[src/sv/assert_macros.svh]
// assertion macros shared by the rtl files
// no dependencies; take it with a bare include
`ifndef ASSERT_MACROS_SVH
`define ASSERT_MACROS_SVH

// property that must hold at every clock edge outside reset
`define ASSERT_ALWAYS(label, clk, rst_n, prop) \
    label: assert property (@(posedge clk) disable iff (!rst_n) (prop)) \
        else $error("assertion failed: check always");

// antecedent in this cycle implies consequent in the next one
`define ASSERT_NEXT(label, clk, rst_n, ante, cons) \
    label: assert property (@(posedge clk) disable iff (!rst_n) (ante) |=> (cons)) \
        else $error("assertion failed: check next");

`endif

[src/sv/mpk_pkg.sv]
// types and constants for the max profit k trades block
// no dependencies
`timescale 1ns / 1ps

package mpk_pkg;

    localparam int PRICE_W       = 16;
    localparam int HOLD_W        = 34;
    localparam int FLAT_W        = 33;
    localparam int PROFIT_W      = 32;
    localparam int TRADES_W      = 5;
    localparam int DEFAULT_LIMIT = 16;

    localparam logic [TRADES_W-1:0] MAX_TRADES_RESET = 5'd1;

    // no unit held yet
    localparam logic signed [HOLD_W-1:0] HOLD_EMPTY = {1'b1, {(HOLD_W-1){1'b0}}};

    // register addresses (byte address bit 2 selects the register)
    localparam logic REG_MAX_TRADES = 1'b0;

    // what one cell hands its neighbor each cycle
    typedef struct packed {
        logic                       valid;
        logic                       last;
        logic [PRICE_W-1:0]         price;
        logic signed [FLAT_W-1:0]   flat;  // flat value of the cell before, ahead of this price
        logic signed [FLAT_W-1:0]   best;  // running best profit toward the output
    } mpk_link_t;

endpackage

[src/sv/mpk_cell.sv]
// one trade count of the chain: holding and flat best for count IDX
// depends on mpk_pkg and assert_macros.svh
`timescale 1ns / 1ps
`include "assert_macros.svh"

module mpk_cell #(
    parameter int IDX = 0
) (
    input  logic                               clk,
    input  logic                               rst_n,
    input  logic                               advance,
    input  logic [mpk_pkg::TRADES_W-1:0]       max_trades,
    input  mpk_pkg::mpk_link_t                 link_in,
    output mpk_pkg::mpk_link_t                 link_out
);

    localparam logic [6:0] IDX_C = 7'(IDX);

    logic signed [mpk_pkg::HOLD_W-1:0] hold_reg, hold_next;
    logic signed [mpk_pkg::FLAT_W-1:0] flat_reg, flat_next;
    mpk_pkg::mpk_link_t                link_reg, link_next;

    logic signed [mpk_pkg::HOLD_W-1:0] price_s;
    logic signed [mpk_pkg::HOLD_W-1:0] prev_flat_s;
    logic signed [mpk_pkg::HOLD_W-1:0] flat_s;
    logic signed [mpk_pkg::HOLD_W-1:0] sell;
    logic signed [mpk_pkg::HOLD_W-1:0] buy;
    logic signed [mpk_pkg::HOLD_W-1:0] hold_upd;
    logic signed [mpk_pkg::FLAT_W-1:0] flat_upd;
    logic                              counts;

    always_comb
    begin
        price_s     = {{(mpk_pkg::HOLD_W-mpk_pkg::PRICE_W){1'b0}}, link_in.price};
        prev_flat_s = {link_in.flat[mpk_pkg::FLAT_W-1], link_in.flat};
        flat_s      = {flat_reg[mpk_pkg::FLAT_W-1], flat_reg};
        sell        = hold_reg + price_s;
        buy         = prev_flat_s - price_s;
        hold_upd    = (buy > hold_reg) ? buy : hold_reg;
        // a winning sell is never negative, so it fits the flat width
        flat_upd    = (sell > flat_s) ? sell[mpk_pkg::FLAT_W-1:0] : flat_reg;
        counts      = {2'b00, max_trades} > IDX_C;

        hold_next = hold_reg;
        flat_next = flat_reg;
        link_next = link_reg;
        if (advance)
        begin
            link_next.valid = link_in.valid;
            if (link_in.valid)
            begin
                link_next.last  = link_in.last;
                link_next.price = link_in.price;
                link_next.flat  = flat_reg;
                link_next.best  = link_in.best;
                if (link_in.last)
                begin
                    // sequence ends here: fold into the result and start over
                    if (counts && (flat_upd > link_in.best))
                    begin
                        link_next.best = flat_upd;
                    end
                    hold_next = mpk_pkg::HOLD_EMPTY;
                    flat_next = '0;
                end
                else
                begin
                    hold_next = hold_upd;
                    flat_next = flat_upd;
                end
            end
        end
    end

    always_ff @(posedge clk or negedge rst_n)
    begin
        if (!rst_n)
        begin
            hold_reg <= mpk_pkg::HOLD_EMPTY;
            flat_reg <= '0;
            link_reg <= '0;
        end
        else
        begin
            hold_reg <= hold_next;
            flat_reg <= flat_next;
            link_reg <= link_next;
        end
    end

    assign link_out = link_reg;

    `ASSERT_ALWAYS(a_flat_nonneg, clk, rst_n, !flat_reg[mpk_pkg::FLAT_W-1])
    `ASSERT_NEXT(a_clear_after_last, clk, rst_n,
        advance && link_in.valid && link_in.last,
        hold_reg == mpk_pkg::HOLD_EMPTY && flat_reg == '0)

endmodule

[config.mk]
export PLATFORM = sky130hd
export DESIGN_NAME = mpk_cell
export DESIGN_NICKNAME = d
export VERILOG_FILES = /design/src/sv/mpk_pkg.sv /design/src/sv/mpk_cell.sv
export VERILOG_INCLUDE_DIRS = /design/src /design/src/sv
export SDC_FILE = /design/constraint.sdc
export NUM_CORES = 1
export LEC_CHECK = 0
export BUFFER_PORTS_ARGS = -buffer_cell sky130_fd_sc_hd__buf_2
export CAP_MARGIN = 0
export CELL_PAD_IN_SITES_DETAIL_PLACEMENT = 1
export CELL_PAD_IN_SITES_GLOBAL_PLACEMENT = 1
export CORE_MARGIN = 5
export CORE_UTILIZATION = 43
export DETAILED_ROUTE_END_ITERATION = 10
export PLACE_DENSITY = 0.87
export SLEW_MARGIN = 20
export SYNTH_ARGS = -nofsm -noshare
export SYNTH_HDL_FRONTEND = slang
export SYNTH_SLANG_ARGS = --single-unit
[constraint.sdc]
create_clock -name clk -period 9.4 [get_ports clk]
set_input_delay 0.94 -clock clk [delete_from_list [all_inputs] [get_ports clk]]
set_output_delay 0.94 -clock clk [all_outputs]
set_load 0.01 [all_outputs]
==> metrics <==
run status=finished, final reports clean; core region area=between 20000 and 30000 µm²; average cell area after synthesis=8.433 µm²; maximum net fanout on the critical path=a little under 50; Arr. time, crit path=between 9 and 10 ns; vias in the first global route=11230; XOR/XNOR share of the synthesized area=0.04486; Yosys cell types=69; total of fill cells in the finished design=roughly 3100; remaining routing DRC violations=0; Rows=slightly below 60; routability congestion estimate from global placement=about 0.92; Port Buf Inserts=about 180; critical path buffer and inverter count=4; Max Clock Freq=114.2 MHz; Diodes inserted=0; net count after synthesis=about 1500; TritonCTS clock tree=yes; worst-path cell with the longest stage delay=sky130_fd_sc_hd__a21o_1; Synth Area in Adders=0.1539; detailed-placement wirelength estimate=roughly 28000 µm; final cell utilization of the core=0.5083; post-synthesis sequential area ratio=0.3414; clock tree buffer depth=2; clock tree sinks=151; Resized cells post-CTS=0; fin worst setup slack=around 0.64 ns; portion of netlist area occupied by mux cells=0.008701; Main synth FF type=sky130_fd_sc_hd__dfrtp_1; average via count per standard cell=about 5.9; Most common cell on crit path=sky130_fd_sc_hd__ha_1; max-slew violation count=0; final hold vios=0; combinational family with the most area after synthesis=compound AO/OA/AOI/OAI gates; I/O pins=between 150 and 200; routed wirelength normalized by instance count=slightly above 20 µm; total of endpoints with negative setup slack in the final report=0; yosys synthesis warning count=0; crit path launch type=primary input; Synth Cell Area=between 10000 and 15000 µm²; final net count=about 1700; Clk Latency, worst-skew pair=0.44 ns; transition at the pin with the smallest max-transition slack=roughly 1.1 ns; PwrDens=around 240 nW/µm²; via count of the routed design=approximately 11000; worst-case clock skew=around 0.014 ns; Reg clk slew, reported paths=0.07 ns; number of standard cells after synthesis=between 1000 and 1500; Antenna Nets Post-Route=0; number of H-tree levels=4; GR Util met1=0.3412; # Post-CTS Setup Buffers=0; GRT Util Overall=0.2548; share of post-route cells with drive strength above 1=0.1644; first-iteration detailed-routing DRC count=a little under 700; accumulated negative setup slack=0 ns; global route overflow=0; HP Class=flop to flop; WS Path Type=primary input to flop; overall routed net length=~37000 µm; largest stage delay on the critical path=between 0.6 and 0.7 ns; unrepaired setup endpoints after global routing=no; reported leakage power=6.245 nW; grt peak-use layer=met2; number of flip-flops under the largest register name=84; die height=between 150 and 200 µm; GRT met2 Usage=0.4286; Place WS=0.4591 ns; critical path data required time=slightly below 10 ns; number of synthesized flops with an enable pin=0; number of buffers added by the clock tree synthesis step=17; first-pass detailed-route iteration total=5; antenna violations before repair=0; pin count of the biggest net entering global routing=90; number of max-capacitance violations reported=0; endpoint type of the worst setup path=flop; proportion of netlist area held by the largest area contributor=0.3390; wire length of the first global-routing pass=roughly 60000 µm; peak supply drop=about 140 µV; x dimension of the die=170.5 µm; fin crit share=0.9317; signed area change from the synthesized netlist to the final layout=15.93%; register bit count reported by yosys=151; Crit path max-delay family=compound AO/OA/AOI/OAI gates; top area cells in the synthesized netlist=sky130_fd_sc_hd__dfrtp_1, sky130_fd_sc_hd__ha_1, sky130_fd_sc_hd__inv_1; complex-gate fraction of the synthesized area=0.2234; minimum clock period after layout=around 8.8 ns; met3 Usage GRT=0.03670; number of hold-repair buffers added at the cts stage=0; placed cell areas=12270 µm²; simple logic cell fraction of the synthesized area=0.1556; post-layout instance area=between 10000 and 15000 µm²; die outline area=about 29000 µm²; Rel. slew slack=0.2884; CTS Root Cell=sky130_fd_sc_hd__clkbuf_16; share of synthesized flip-flops with an asynchronous set or reset=1.000; cell type with the largest total area after synthesis=sky130_fd_sc_hd__dfrtp_1; Starting Density=0.4385
## cell type report
cell class              instances  area [µm²]  share of cell area
multi-input cells             952        6534              0.5090
flip-flops and latches        151        3780              0.2944
repair buffers                184       949.7             0.07398
inverters                     159       596.8             0.04649
clock buffers                  17       425.4             0.03314
well taps                     330       412.9             0.03216
clock inverters                15       138.9             0.01082
## per-layer routing
| layer | vias up | share of wire |
|---|---|---|
| met5 | - | 0 |
| met4 | 0 | 0.025 |
| met3 | 59 | 0.058 |
| met2 | 348 | 0.47 |
| met1 | 5228 | 0.45 |
| li1 | 4961 | - |
## worst reg2reg max path: cells and delay by family (launching register included)
family,cells,cell delay (ns)
xor+xnor,1,0.34
compound gates,13,4.10
buf+inv,3,0.64
flops,1,0.42
simple gates,7,1.76
fa+ha+maj,4,1.18
## synthesized netlist by cell type, types with 13 or more instances
master                     count
sky130_fd_sc_hd__inv_1       158
sky130_fd_sc_hd__dfrtp_1     150
sky130_fd_sc_hd__ha_1        133
sky130_fd_sc_hd__nand2_1     124
sky130_fd_sc_hd__a21oi_1     118
sky130_fd_sc_hd__o21ai_0      89
sky130_fd_sc_hd__nor2_1       72
sky130_fd_sc_hd__clkbuf_1     39
sky130_fd_sc_hd__o21ai_1      38
sky130_fd_sc_hd__xnor2_1      36
sky130_fd_sc_hd__a22o_1       35
sky130_fd_sc_hd__nor3_1       35
sky130_fd_sc_hd__nand3_1      24
sky130_fd_sc_hd__nand4_1      24
sky130_fd_sc_hd__nor4_1       22
sky130_fd_sc_hd__o22ai_1      20
sky130_fd_sc_hd__a211oi_1     19
sky130_fd_sc_hd__a21o_1       17
sky130_fd_sc_hd__xor2_1       17
sky130_fd_sc_hd__o21a_1       13
## through the flow
step,instances,power [mW],hold slack [ns]
after floorplan,1313,1.860,0.4817
after global placement,1776,2.279,0.4590
after detailed placement,1776,2.372,0.4669
after CTS,1808,3.077,0.4816
after global routing,1808,3.298,0.4992
final,1808,3.091,0.4744
## where the power goes
part	internal, mW	leakage (nW)	total [mW]	switching (mW)
registers	0.803	1.96	0.918	0.115
clock network	0.349	0.269	0.674	0.325
logic	0.558	4.01	1.50	0.941
total	1.71	6.24	3.09	1.38
## path summary, 6_finish.rpt
check | slack, ns | depth (start not counted) | from | to
setup / recovery | 0.64 | 29 | link_in[66] | link_out[26]$_DFFE_PN0P_
hold / removal | 0.47 | 2 | link_out[48]$_DFFE_PN0P_ | link_out[48]$_DFFE_PN0P_
setup reg to reg | 0.85 | 28 | hold_reg[0]$_DFFE_PN0P_ | link_out[26]$_DFFE_PN0P_
hold reg to reg | 0.47 | 2 | link_out[48]$_DFFE_PN0P_ | link_out[48]$_DFFE_PN0P_
max in group asynchronous | 7.45 | 2 | rst_n | hold_reg[11]$_DFFE_PN0P_
min in group asynchronous | 0.57 | 1 | rst_n | link_out[7]$_DFFE_PN0P_
## layout by cell type, fill, tap and decap left out, types with 5 or more instances in the layout
cell	instances
sky130_fd_sc_hd__a211oi_1	18
sky130_fd_sc_hd__nand4_1	24
sky130_fd_sc_hd__nor4_1	22
sky130_fd_sc_hd__o21ai_1	38
sky130_fd_sc_hd__o22ai_1	20
sky130_fd_sc_hd__xor2_1	17
sky130_fd_sc_hd__nand2b_1	9
sky130_fd_sc_hd__o21bai_1	8
sky130_fd_sc_hd__inv_1	158
sky130_fd_sc_hd__dfrtp_1	150
sky130_fd_sc_hd__a21o_1	17
sky130_fd_sc_hd__ha_1	133
sky130_fd_sc_hd__o211ai_1	10
sky130_fd_sc_hd__a21oi_1	117
sky130_fd_sc_hd__nor2_1	71
sky130_fd_sc_hd__nor2b_1	5
sky130_fd_sc_hd__nor3_1	35
sky130_fd_sc_hd__a22o_1	35
sky130_fd_sc_hd__nand2_1	123
sky130_fd_sc_hd__or3_1	6
sky130_fd_sc_hd__nand3_1	24
sky130_fd_sc_hd__buf_4	9
sky130_fd_sc_hd__o21ai_0	89
sky130_fd_sc_hd__clkbuf_16	17
sky130_fd_sc_hd__buf_2	174
sky130_fd_sc_hd__xnor2_1	36
sky130_fd_sc_hd__o21a_1	13
## kinds of logic (layout without fill, tap and decap cells)
family / after synthesis / in the layout
AO/OA/AOI/OAI: 401 / 401
XOR/XNOR: 55 / 55
adder cells (fa/ha/maj): 135 / 135
buffers and inverters: 210 / 375
flip-flops: 151 / 151
multiplexers: 9 / 9
AND/OR/NAND/NOR: 352 / 352
(Power assumes the default switching activity.)
