$ cat config.mk
export PLATFORM = sky130hd
export DESIGN_NAME = mpk_out_stage
export DESIGN_NICKNAME = d
export VERILOG_FILES = /design/src/sv/assert_macros.svh /design/src/sv/mpk_pkg.sv /design/src/sv/mpk_out_stage.sv
export SDC_FILE = /design/constraint.sdc
export NUM_CORES = 1
export LEC_CHECK = 0
export BUFFER_PORTS_ARGS = -buffer_cell sky130_fd_sc_hd__buf_2
export CAP_MARGIN = 20
export CORE_AREA = 2 2 54 69
export CTS_BUF_LIST = sky130_fd_sc_hd__clkbuf_4 sky130_fd_sc_hd__clkbuf_8 sky130_fd_sc_hd__clkbuf_16
export DETAILED_ROUTE_END_ITERATION = 6
export DIE_AREA = 0 0 56 71
export HOLD_SLACK_MARGIN = 0.06
export PLACE_DENSITY = 0.76
export SYNTH_ARGS = -nofsm -noshare
export SYNTH_HDL_FRONTEND = slang
export SYNTH_SLANG_ARGS = --single-unit
$ cat constraint.sdc
create_clock -name clk -period 2.65 [get_ports clk]
set_input_delay 0.3975 -clock clk [delete_from_list [all_inputs] [get_ports clk]]
set_output_delay 0.3975 -clock clk [all_outputs]
set_load 0.1 [all_outputs]
$ cat src/sv/assert_macros.svh
// assertion macros shared by the rtl files
// no dependencies; take it with a bare include
`ifndef ASSERT_MACROS_SVH
`define ASSERT_MACROS_SVH

// property that must hold at every clock edge outside reset
`define ASSERT_ALWAYS(label, clk, rst_n, prop) \
    label: assert property (@(posedge clk) disable iff (!rst_n) (prop)) \
        else $error("assertion failed: check always");

// antecedent in this cycle implies consequent in the next one
`define ASSERT_NEXT(label, clk, rst_n, ante, cons) \
    label: assert property (@(posedge clk) disable iff (!rst_n) (ante) |=> (cons)) \
        else $error("assertion failed: check next");

`endif

$ cat src/sv/mpk_pkg.sv
// types and constants for the max profit k trades block
// no dependencies
`timescale 1ns / 1ps

package mpk_pkg;

    localparam int PRICE_W       = 16;
    localparam int HOLD_W        = 34;
    localparam int FLAT_W        = 33;
    localparam int PROFIT_W      = 32;
    localparam int TRADES_W      = 5;
    localparam int DEFAULT_LIMIT = 16;

    localparam logic [TRADES_W-1:0] MAX_TRADES_RESET = 5'd1;

    // no unit held yet
    localparam logic signed [HOLD_W-1:0] HOLD_EMPTY = {1'b1, {(HOLD_W-1){1'b0}}};

    // register addresses (byte address bit 2 selects the register)
    localparam logic REG_MAX_TRADES = 1'b0;

    // what one cell hands its neighbor each cycle
    typedef struct packed {
        logic                       valid;
        logic                       last;
        logic [PRICE_W-1:0]         price;
        logic signed [FLAT_W-1:0]   flat;  // flat value of the cell before, ahead of this price
        logic signed [FLAT_W-1:0]   best;  // running best profit toward the output
    } mpk_link_t;

endpackage

$ cat src/sv/mpk_out_stage.sv
// output register at the tail of the chain, with the chain advance control
// depends on mpk_pkg
`timescale 1ns / 1ps

module mpk_out_stage (
    input  logic                            clk,
    input  logic                            rst_n,
    input  mpk_pkg::mpk_link_t              tail,
    input  logic                            m_tready,
    output logic                            m_tvalid,
    output logic [mpk_pkg::PROFIT_W-1:0]    m_tdata,
    output logic                            advance
);

    logic                          out_valid_reg, out_valid_next;
    logic [mpk_pkg::PROFIT_W-1:0]  out_data_reg, out_data_next;
    logic                          tail_result;

    always_comb
    begin
        tail_result = tail.valid && tail.last;
        // hold the chain only when a result would land on an occupied register
        advance     = !(tail_result && out_valid_reg && !m_tready);

        out_valid_next = out_valid_reg;
        out_data_next  = out_data_reg;
        if (out_valid_reg && m_tready)
        begin
            out_valid_next = 1'b0;
        end
        if (advance && tail_result)
        begin
            out_valid_next = 1'b1;
            // best is nonnegative in a 33-bit signed word, so 32 bits hold it
            out_data_next  = tail.best[mpk_pkg::PROFIT_W-1:0];
        end
    end

    always_ff @(posedge clk or negedge rst_n)
    begin
        if (!rst_n)
        begin
            out_valid_reg <= 1'b0;
        end
        else
        begin
            out_valid_reg <= out_valid_next;
        end
    end

    always_ff @(posedge clk)
    begin
        out_data_reg <= out_data_next;
    end

    assign m_tvalid = out_valid_reg;
    assign m_tdata  = out_data_reg;

endmodule
==> reports/qor.tcl, run 1 <==
set qor(synth_top_flop_cell) {sky130_fd_sc_hd__edfxtp_1}
set qor(synth_enable_flop_cells) 32
set qor(drive_gt1_share_pct) 68.4
set qor(fin_nets) 204
set qor(grt_pass1_wl_mm) 3.08
set qor(post-synth-top-area-fraction_pct) 93.7
set qor(final_util_pct) 45.5
set qor(clkLatencyLatePin_ps) 270
set qor(hold_path.startpoint) {tail[15]}
set qor(design_power_mw) 1.17
set qor(n_fill_cell) 317
set qor(multi_input_area_um2) 47.5
set qor(route.detailed.drc) 0
set qor(worstRegToRegCells) 3
set qor(synthMostInstantiatedCell) {sky130_fd_sc_hd__edfxtp_1}
set qor(power_switching_share_pct) 29.3
set qor(grt.met1_usage_pct) 9.63
set qor(cts-buffers-inserted) 5
set qor(grt_max_degree) 33
set qor(number_of_antenna_cells_inserted) 0
set qor(cts.hold.buffers_added) 1
set qor(static-leakage-power_nw) 0.655
set qor(setup_viol_count_final) 0
set qor(area_contributors_post_synth) {sky130_fd_sc_hd__edfxtp_1, sky130_fd_sc_hd__dfrtp_1, sky130_fd_sc_hd__nand2b_4}
set qor(worst_slew_pin_slew_ps) 499
set qor(comb_power_share_pct) 19.0
set qor(cp_data_required_time_ps) 2250
set qor(net-switching-power_uw) 343
set qor(viasPerCell) 4.18
set qor(grt_use_met3_pct) 6.22
set qor(worst_ep_arrival_time_ps) 1280
set qor(holdWs_ps) 297
set qor(number_of_synthesized_register_bits) 33
set qor(syn_nets) 125
set qor(cts.path.max_buffers) 2
set qor(worst_hold_path.num_cells) 1
set qor(detailroute.via_count) 652
set qor(drt-wirelength-per-cell_um) 12.3
set qor(timing.final.crit_period_ps) 1680
set qor(ant_nets) 0
set qor(synth.lib_cells_used.distinct) 7
set qor(holdPathEnd) {m_tdata[15]}
set qor(synth.avg_cell_area_um2) 27.0
set qor(rr_startpoint) {m_tvalid}
set qor(rsz0062_at_grt) {no}
set qor(timing.max_slew.rel_slack_pct) 67.0
set qor(reg2reg_slack_ps) 1340
set qor(top_level_i_o_count) 121
set qor(timing.final.hold_violations) 0
set qor(fmax_mhz) 595
set qor(yosysWarnings) 0
set qor(power-per-cell-area_nw_per_um2) 763
set qor(cts_tree) {yes}
set qor(report.final.slew_viol_count) 0
set qor(maxCapViolations) 0
set qor(first_iter_violations) 12
set qor(peakVddDrop_mv) 0.363
set qor(clock_tree.htree_level_count) 2
set qor(critical_path_class) {reg -> out}
set qor(firstDrtPassIters) 3
set qor(cellInternalPower_uw) 825
set qor(part_of_the_cycle_the_worst_path_needs_pct) 63.5
set qor(grt_overflow) 0
set qor(startpoint_type) {flip-flop}
set qor(floorplan.die_area_um2) 3980
set qor(post-place-ws_ps) 1190
set qor(die_h_um) 71
set qor(core_area_um2) 3360
set qor(path_clk_slew_ps) 60
set qor(grt_pass1_vias) 726
set qor(worst_hold_path_type) {in -> reg}
set qor(gr-max-usage-layer) {met2}
set qor(core.rowCount) 24
set qor(grt_use_total_pct) 10.5
set qor(worstPathMaxFanout) 3
set qor(run_status) {finished, final reports clean}
set qor(die_w_um) 56
set qor(cp_endpoint_kind) {output pin}
set qor(clock-sinks) 33
set qor(pwr-share-seq_pct) 51.8
set qor(grt_antenna_before_repair) 0
set qor(synthDominantAreaCellType) {sky130_fd_sc_hd__edfxtp_1}
set qor(floorplan.initialDensity_pct) 30.5
set qor(number_of_gates_resized_after_cts) 0
set qor(syn-cell-area_um2) 1030
set qor(regArea_um2) 986
set qor(fin_worst_skew_ps) 3.92
set qor(clock_power_share_pct) 29.2
set qor(io_buffers) 70
set qor(synth_sequential_area_ratio_pct) 96.1
set qor(grtUsageMet2_pct) 18.0
set qor(fraction_of_registers_with_async_set_or_reset_after_synthesis_pct) 3.03
set qor(syn2layout_area_growth_pct) 49.1
set qor(cts_post_setup_buffers_inserted) 0
set qor(r2r_end) {m_tdata[17]}
set qor(post-route-worst-setup-slack_ps) 968
set qor(fin_tns_setup_ps) 0
set qor(cts_root_buffer) {sky130_fd_sc_hd__clkbuf_8}
set qor(gp_congestion) 0.668
set qor(syn-instance-count) 38
set qor(finalWirelength_mm) 1.92
registers in the layout (all words and copies together) (netlist names):
name      flops
m_tdata      32
m_tvalid      1
stage by stage:
| step | cell area (um2) | std cells |
|---|---|---|
| 3_3_place_gp | 1440 | 148 |
| 6_report | 1530 | 156 |
| 4_1_cts | 1530 | 156 |
| 3_5_place_dp | 1440 | 148 |
| 2_1_floorplan | 1030 | 38 |
| 5_1_grt | 1530 | 156 |
how the worst max path moves through the flow:
| stage | cells after the start | slack (ps) | startpoint | endpoint |
|---|---|---|---|---|
| 2_1_floorplan | 2 | 290 | m_tvalid | advance |
| 3_3_place_gp | 4 | 1210 | m_tready | advance |
| 3_5_place_dp | 4 | 1190 | tail[82] | m_tdata[2] |
| 4_1_cts | 3 | 940 | m_tvalid | advance |
| 5_1_grt | 3 | 930 | m_tvalid | advance |
| 6_report | 3 | 970 | m_tvalid | advance |
worst max-delay path, stage by stage, from the launching register on:
cell	delay, ps
sky130_fd_sc_hd__dfrtp_1	380
sky130_fd_sc_hd__nor2b_4	140
sky130_fd_sc_hd__nand3_1	70
sky130_fd_sc_hd__buf_2	420
per-layer routing:
layer  vias to the layer above  routed length [um]
li1                        304                   -
met1                       302                 660
met2                        44                1030
met3                         2                 219
met4                         0                  11
met5                         -                   0
cell usage in the layout, fill, tap and decap left out:
cell type / n
sky130_fd_sc_hd__edfxtp_1: 32
sky130_fd_sc_hd__dfrtp_1: 1
sky130_fd_sc_hd__clkinv_1: 1
sky130_fd_sc_hd__buf_2: 70
sky130_fd_sc_hd__dlygate4sd3_1: 1
sky130_fd_sc_hd__clkbuf_8: 5
sky130_fd_sc_hd__nand2_1: 1
sky130_fd_sc_hd__nor2b_4: 1
sky130_fd_sc_hd__nor2_4: 1
sky130_fd_sc_hd__clkbuf_4: 1
sky130_fd_sc_hd__nand3_1: 1
sky130_fd_sc_hd__nand2b_4: 1
sky130_fd_sc_hd__buf_4: 1
cells by family (layout without fill, tap and decap cells):
group / after synthesis / count (layout) / share of synthesized area (%)
AND/OR/NAND/NOR: 5 / 5 / 3.90
buffers and inverters: 0 / 79 / 0
flip-flops: 33 / 33 / 96.1
final cells by class:
| type | count | share of cell area, % |
|---|---|---|
| tap | 39 | 3.19 |
| sequential | 33 | 64.4 |
| clock buffer | 6 | 4.99 |
| multi-input combinational | 5 | 3.11 |
| timing repair buffer | 72 | 24.0 |
| clock inverter | 1 | 0.245 |
power groups by stage:
| stage | registers, mW | logic, mW | clock network (mW) |
|---|---|---|---|
| after floorplan | 0.772 | 0.0166 | 0 |
| after global placement | 0.615 | 0.220 | 0 |
| after detailed placement | 0.616 | 0.222 | 0 |
| after CTS | 0.605 | 0.223 | 0.359 |
| after global routing | 0.606 | 0.229 | 0.383 |
| final | 0.605 | 0.221 | 0.342 |
(Power assumes the default switching activity.)
==> run 2, diff against run 1 <==
--- a/config.mk
+++ b/config.mk
@@ -5,14 +5,15 @@
 export SDC_FILE = /design/constraint.sdc
 export NUM_CORES = 1
 export LEC_CHECK = 0
+export ABC_AREA = 1
 export BUFFER_PORTS_ARGS = -buffer_cell sky130_fd_sc_hd__buf_2
 export CAP_MARGIN = 20
-export CORE_AREA = 2 2 54 69
+export CORE_AREA = 2 2 56 72
 export CTS_BUF_LIST = sky130_fd_sc_hd__clkbuf_4 sky130_fd_sc_hd__clkbuf_8 sky130_fd_sc_hd__clkbuf_16
 export DETAILED_ROUTE_END_ITERATION = 6
-export DIE_AREA = 0 0 56 71
+export DIE_AREA = 0 0 58 74
 export HOLD_SLACK_MARGIN = 0.06
-export PLACE_DENSITY = 0.76
+export PLACE_DENSITY = 0.73
 export SYNTH_ARGS = -nofsm -noshare
 export SYNTH_HDL_FRONTEND = slang
 export SYNTH_SLANG_ARGS = --single-unit
==> constraint.sdc (replaced) <==
create_clock -name clk -period 1.36 [get_ports clk]
set_input_delay 0.204 -clock clk [delete_from_list [all_inputs] [get_ports clk]]
set_output_delay 0.204 -clock clk [all_outputs]
set_load 0.1 [all_outputs]
==> run 2 against run 1 <==
Die area up 7.9%; via count up 2.9%; critical path depth down 1; flip-flop and latch count unchanged; largest power group unchanged.
==> reports/qor.tcl, run 2 <==
set qor(synth_enable_flop_cells) 32 ;# unchanged
set qor(core.rowCount) 25 ;# +4.2%
set qor(post-route-worst-setup-slack_ps) 32.9 ;# -935 ps
set qor(comb_power_share_pct) 18.9 ;# about the same
set qor(finish.cell_count_without_fillers) 161 ;# +3.2%
set qor(cts-buffers-inserted) 5 ;# unchanged
set qor(top_level_i_o_count) 121 ;# unchanged
set qor(fmax_mhz) 754
set qor(timing.final.crit_period_ps) 1330
set qor(area_contributors_post_synth) {sky130_fd_sc_hd__edfxtp_1, sky130_fd_sc_hd__dfrtp_1, sky130_fd_sc_hd__nand2_1}
set qor(path_clk_slew_ps) 60 ;# about the same
set qor(layout_common_cells) {sky130_fd_sc_hd__buf_2, sky130_fd_sc_hd__edfxtp_1, sky130_fd_sc_hd__clkbuf_8}
set qor(part_of_the_cycle_the_worst_path_needs_pct) 97.6
set qor(design_power_mw) 2.40 ;# +110%
set qor(fin_nets) 207 ;# +1.5%
set qor(yosysWarnings) 0 ;# unchanged
set qor(fin_worst_skew_ps) 5.64 ;# +1.72 ps
set qor(drt-wirelength-per-cell_um) 12.1 ;# -1.2%
set qor(maxCapViolations) 0 ;# unchanged
set qor(synth.lib_cells_used.distinct) 6 ;# -1
set qor(detailroute.via_count) 671 ;# +2.9%
set qor(worst_hold_path_type) {in -> reg}
set qor(cts_root_buffer) {sky130_fd_sc_hd__clkbuf_8}
set qor(dp_cells) 151 ;# +2.0%
set qor(cp_data_required_time_ps) 1160 ;# -1090 ps
set qor(number_of_antenna_cells_inserted) 0 ;# unchanged
set qor(peakVddDrop_mv) 0.869 ;# +140%
set qor(clock-sinks) 33 ;# unchanged
set qor(worstPathMaxFanout) 4 ;# +1
set qor(layout.cells.most_common) {sky130_fd_sc_hd__buf_2}
set qor(critical_path_class) {reg -> out}
set qor(grt_pass1_wl_mm) 2.85 ;# -7.6%
set qor(syn-cell-area_um2) 1020 ;# -0.98%
set qor(cts.path.max_buffers) 2 ;# unchanged
set qor(static-leakage-power_nw) 0.693 ;# +5.7%
set qor(core_area_um2) 3630 ;# +7.9%
set qor(grt_use_total_pct) 9.48 ;# -1.0 points
set qor(die_w_um) 58 ;# +3.6%
set qor(io_buffers) 70 ;# unchanged
set qor(met3_wirelength_um) 293 ;# +34%
set qor(synthDominantAreaCellType) {sky130_fd_sc_hd__edfxtp_1}
set qor(grt_max_degree) 19 ;# -42%
set qor(syn-instance-count) 39 ;# +2.6%
set qor(timing.max_slew.rel_slack_pct) 67.1 ;# +0.17 points
set qor(cellInternalPower_mw) 1.72 ;# +110%
set qor(first_iter_violations) 15 ;# +3
set qor(floorplan.die_area_um2) 4290 ;# +7.9%
set qor(report.final.slew_viol_count) 0 ;# unchanged
set qor(synth_sequential_area_ratio_pct) 97.0 ;# +0.95 points
set qor(fraction_of_registers_with_async_set_or_reset_after_synthesis_pct) 3.03 ;# unchanged
set qor(finalWirelength_mm) 1.95 ;# +1.9%
set qor(synth.avg_cell_area_um2) 26.1 ;# -3.5%
set qor(route.detailed.drc) 0 ;# unchanged
set qor(cts_tree) {yes}
set qor(ant_nets) 0 ;# unchanged
set qor(timing.final.hold_violations) 0 ;# unchanged
set qor(grt_antenna_before_repair) 0 ;# unchanged
set qor(largest_register_ff_count) 32 ;# unchanged
set qor(wirelength_met1_um) 523 ;# -21%
set qor(synthTopCellsByCount) {sky130_fd_sc_hd__edfxtp_1, sky130_fd_sc_hd__nand2_1}
set qor(startpoint_type) {flip-flop}
set qor(top_layer_used) {met4}
set qor(net-switching-power_uw) 683 ;# +99%
set qor(clkLatencyLatePin_ps) 270 ;# about the same
set qor(grt_overflow) 0 ;# unchanged
set qor(die_h_um) 74 ;# +4.2%
set qor(syn_nets) 126 ;# +0.80%
set qor(setup_viol_count_final) 0 ;# unchanged
set qor(power_switching_share_pct) 28.5 ;# -0.87 points
set qor(drive_gt1_share_pct) 68.6 ;# +0.22 points
set qor(firstDrtPassIters) 4 ;# +1
set qor(syn2layout_area_growth_pct) 58.7
set qor(viasPerCell) 4.17 ;# -0.28%
set qor(power-per-cell-area_nw_per_um2) 1490 ;# +95%
set qor(clock_tree.htree_level_count) 2 ;# unchanged
set qor(number_of_gates_resized_after_cts) 0 ;# unchanged
set qor(rsz0062_at_grt) {yes}
set qor(grt_pass1_vias) 664 ;# -8.5%
set qor(post-place-ws_ps) 161 ;# -1030 ps
set qor(worst_slew_pin_slew_ps) 496 ;# -2.55 ps
set qor(gp_congestion) 0.708 ;# +6.0%
set qor(cp_endpoint_kind) {output pin}
set qor(run_status) {finished, final reports clean}
set qor(synth_top_flop_cell) {sky130_fd_sc_hd__edfxtp_1}
set qor(number_of_synthesized_register_bits) 33 ;# unchanged
set qor(post-synth-top-area-fraction_pct) 94.6 ;# +0.92 points
set qor(detailroute.wirelength.met2_mm) 1.10 ;# +7.2%
set qor(synthMostInstantiatedCell) {sky130_fd_sc_hd__edfxtp_1}
set qor(post-route-cell-area_um2) 1610 ;# +5.4%
set qor(pwr-share-seq_pct) 49.3 ;# -2.5 points
set qor(placed_cell_area_um2) 1500 ;# +4.0%
set qor(clock_power_share_pct) 31.8 ;# +2.6 points
set qor(worst_ep_arrival_time_ps) 1120 ;# -160 ps
set qor(floorplan.initialDensity_pct) 28.0 ;# -2.5 points
run 2: critical path: stages, from the launching register on:
cell,delay [ps]
sky130_fd_sc_hd__dfrtp_4,500
sky130_fd_sc_hd__nand4_1,150
sky130_fd_sc_hd__buf_12,190
run 2: path summary, 6_finish.rpt:
kind / start / cells past startpoint / to / slack [ps]
hold reg to reg: m_tvalid / 2 / m_tvalid / 580
setup / recovery: m_tvalid / 2 / advance / 30
max in group asynchronous: rst_n / 2 / m_tvalid / 1030
setup reg to reg: m_tvalid / 2 / m_tdata[10] / 170
min in group asynchronous: rst_n / 2 / m_tvalid / 240
hold / removal: tail[1] / 1 / m_tdata[1] / 100
run 2: power groups by stage:
stage | clock, mW | combinational [mW] | sequential (mW)
after global routing | 0.838 | 0.468 | 1.19
final | 0.762 | 0.454 | 1.18
after detailed placement | 0 | 0.450 | 1.21
after global placement | 0 | 0.445 | 1.20
after floorplan | 0 | 0.0282 | 1.51
after CTS | 0.790 | 0.452 | 1.19
run 2: area by class of cell:
class	count	area (um2)
multi-input combinational	5	33.8
timing repair buffer	74	438
tap	40	50.0
sequential	33	990
clock buffer	8	97.6
fill	329	2020
inverter	1	3.75
run 2: kinds of logic (layout without fill, tap and decap cells):
group                  after synthesis  in the layout  share of synthesized area, %
flip-flops                          33             33                          97.0
AND/OR/NAND/NOR                      4              4                          1.72
AO/OA/AOI/OAI                        1              1                         0.862
buffers and inverters                1             83                         0.369
run 2: what timing repair did:
action                                  4_1_cts  5_1_grt
endpoints found under the setup margin        1        1
pin swaps                                     1        1
buffers inserted                              0        1
hold endpoints to repair                      1        0
hold buffers                                  1        0
run 2: metrics by stage:
stage	util (%)	hold slack, ps	TNS, ps
floorplan	-	-91.6	-9820
global placement	41.3	-21.3	0
detailed placement	41.3	-19.0	0
CTS	44.2	86.3	0
global route	44.4	76.7	-6.22
finish	44.4	99.1	0
run 2: routing by layer:
metal | track usage [%] | up-vias
li1 | - | 312
met1 | 8.02 | 307
met2 | 16.2 | 47
met3 | 7.13 | 5
met4 | 4.65 | 0
met5 | 0 | -
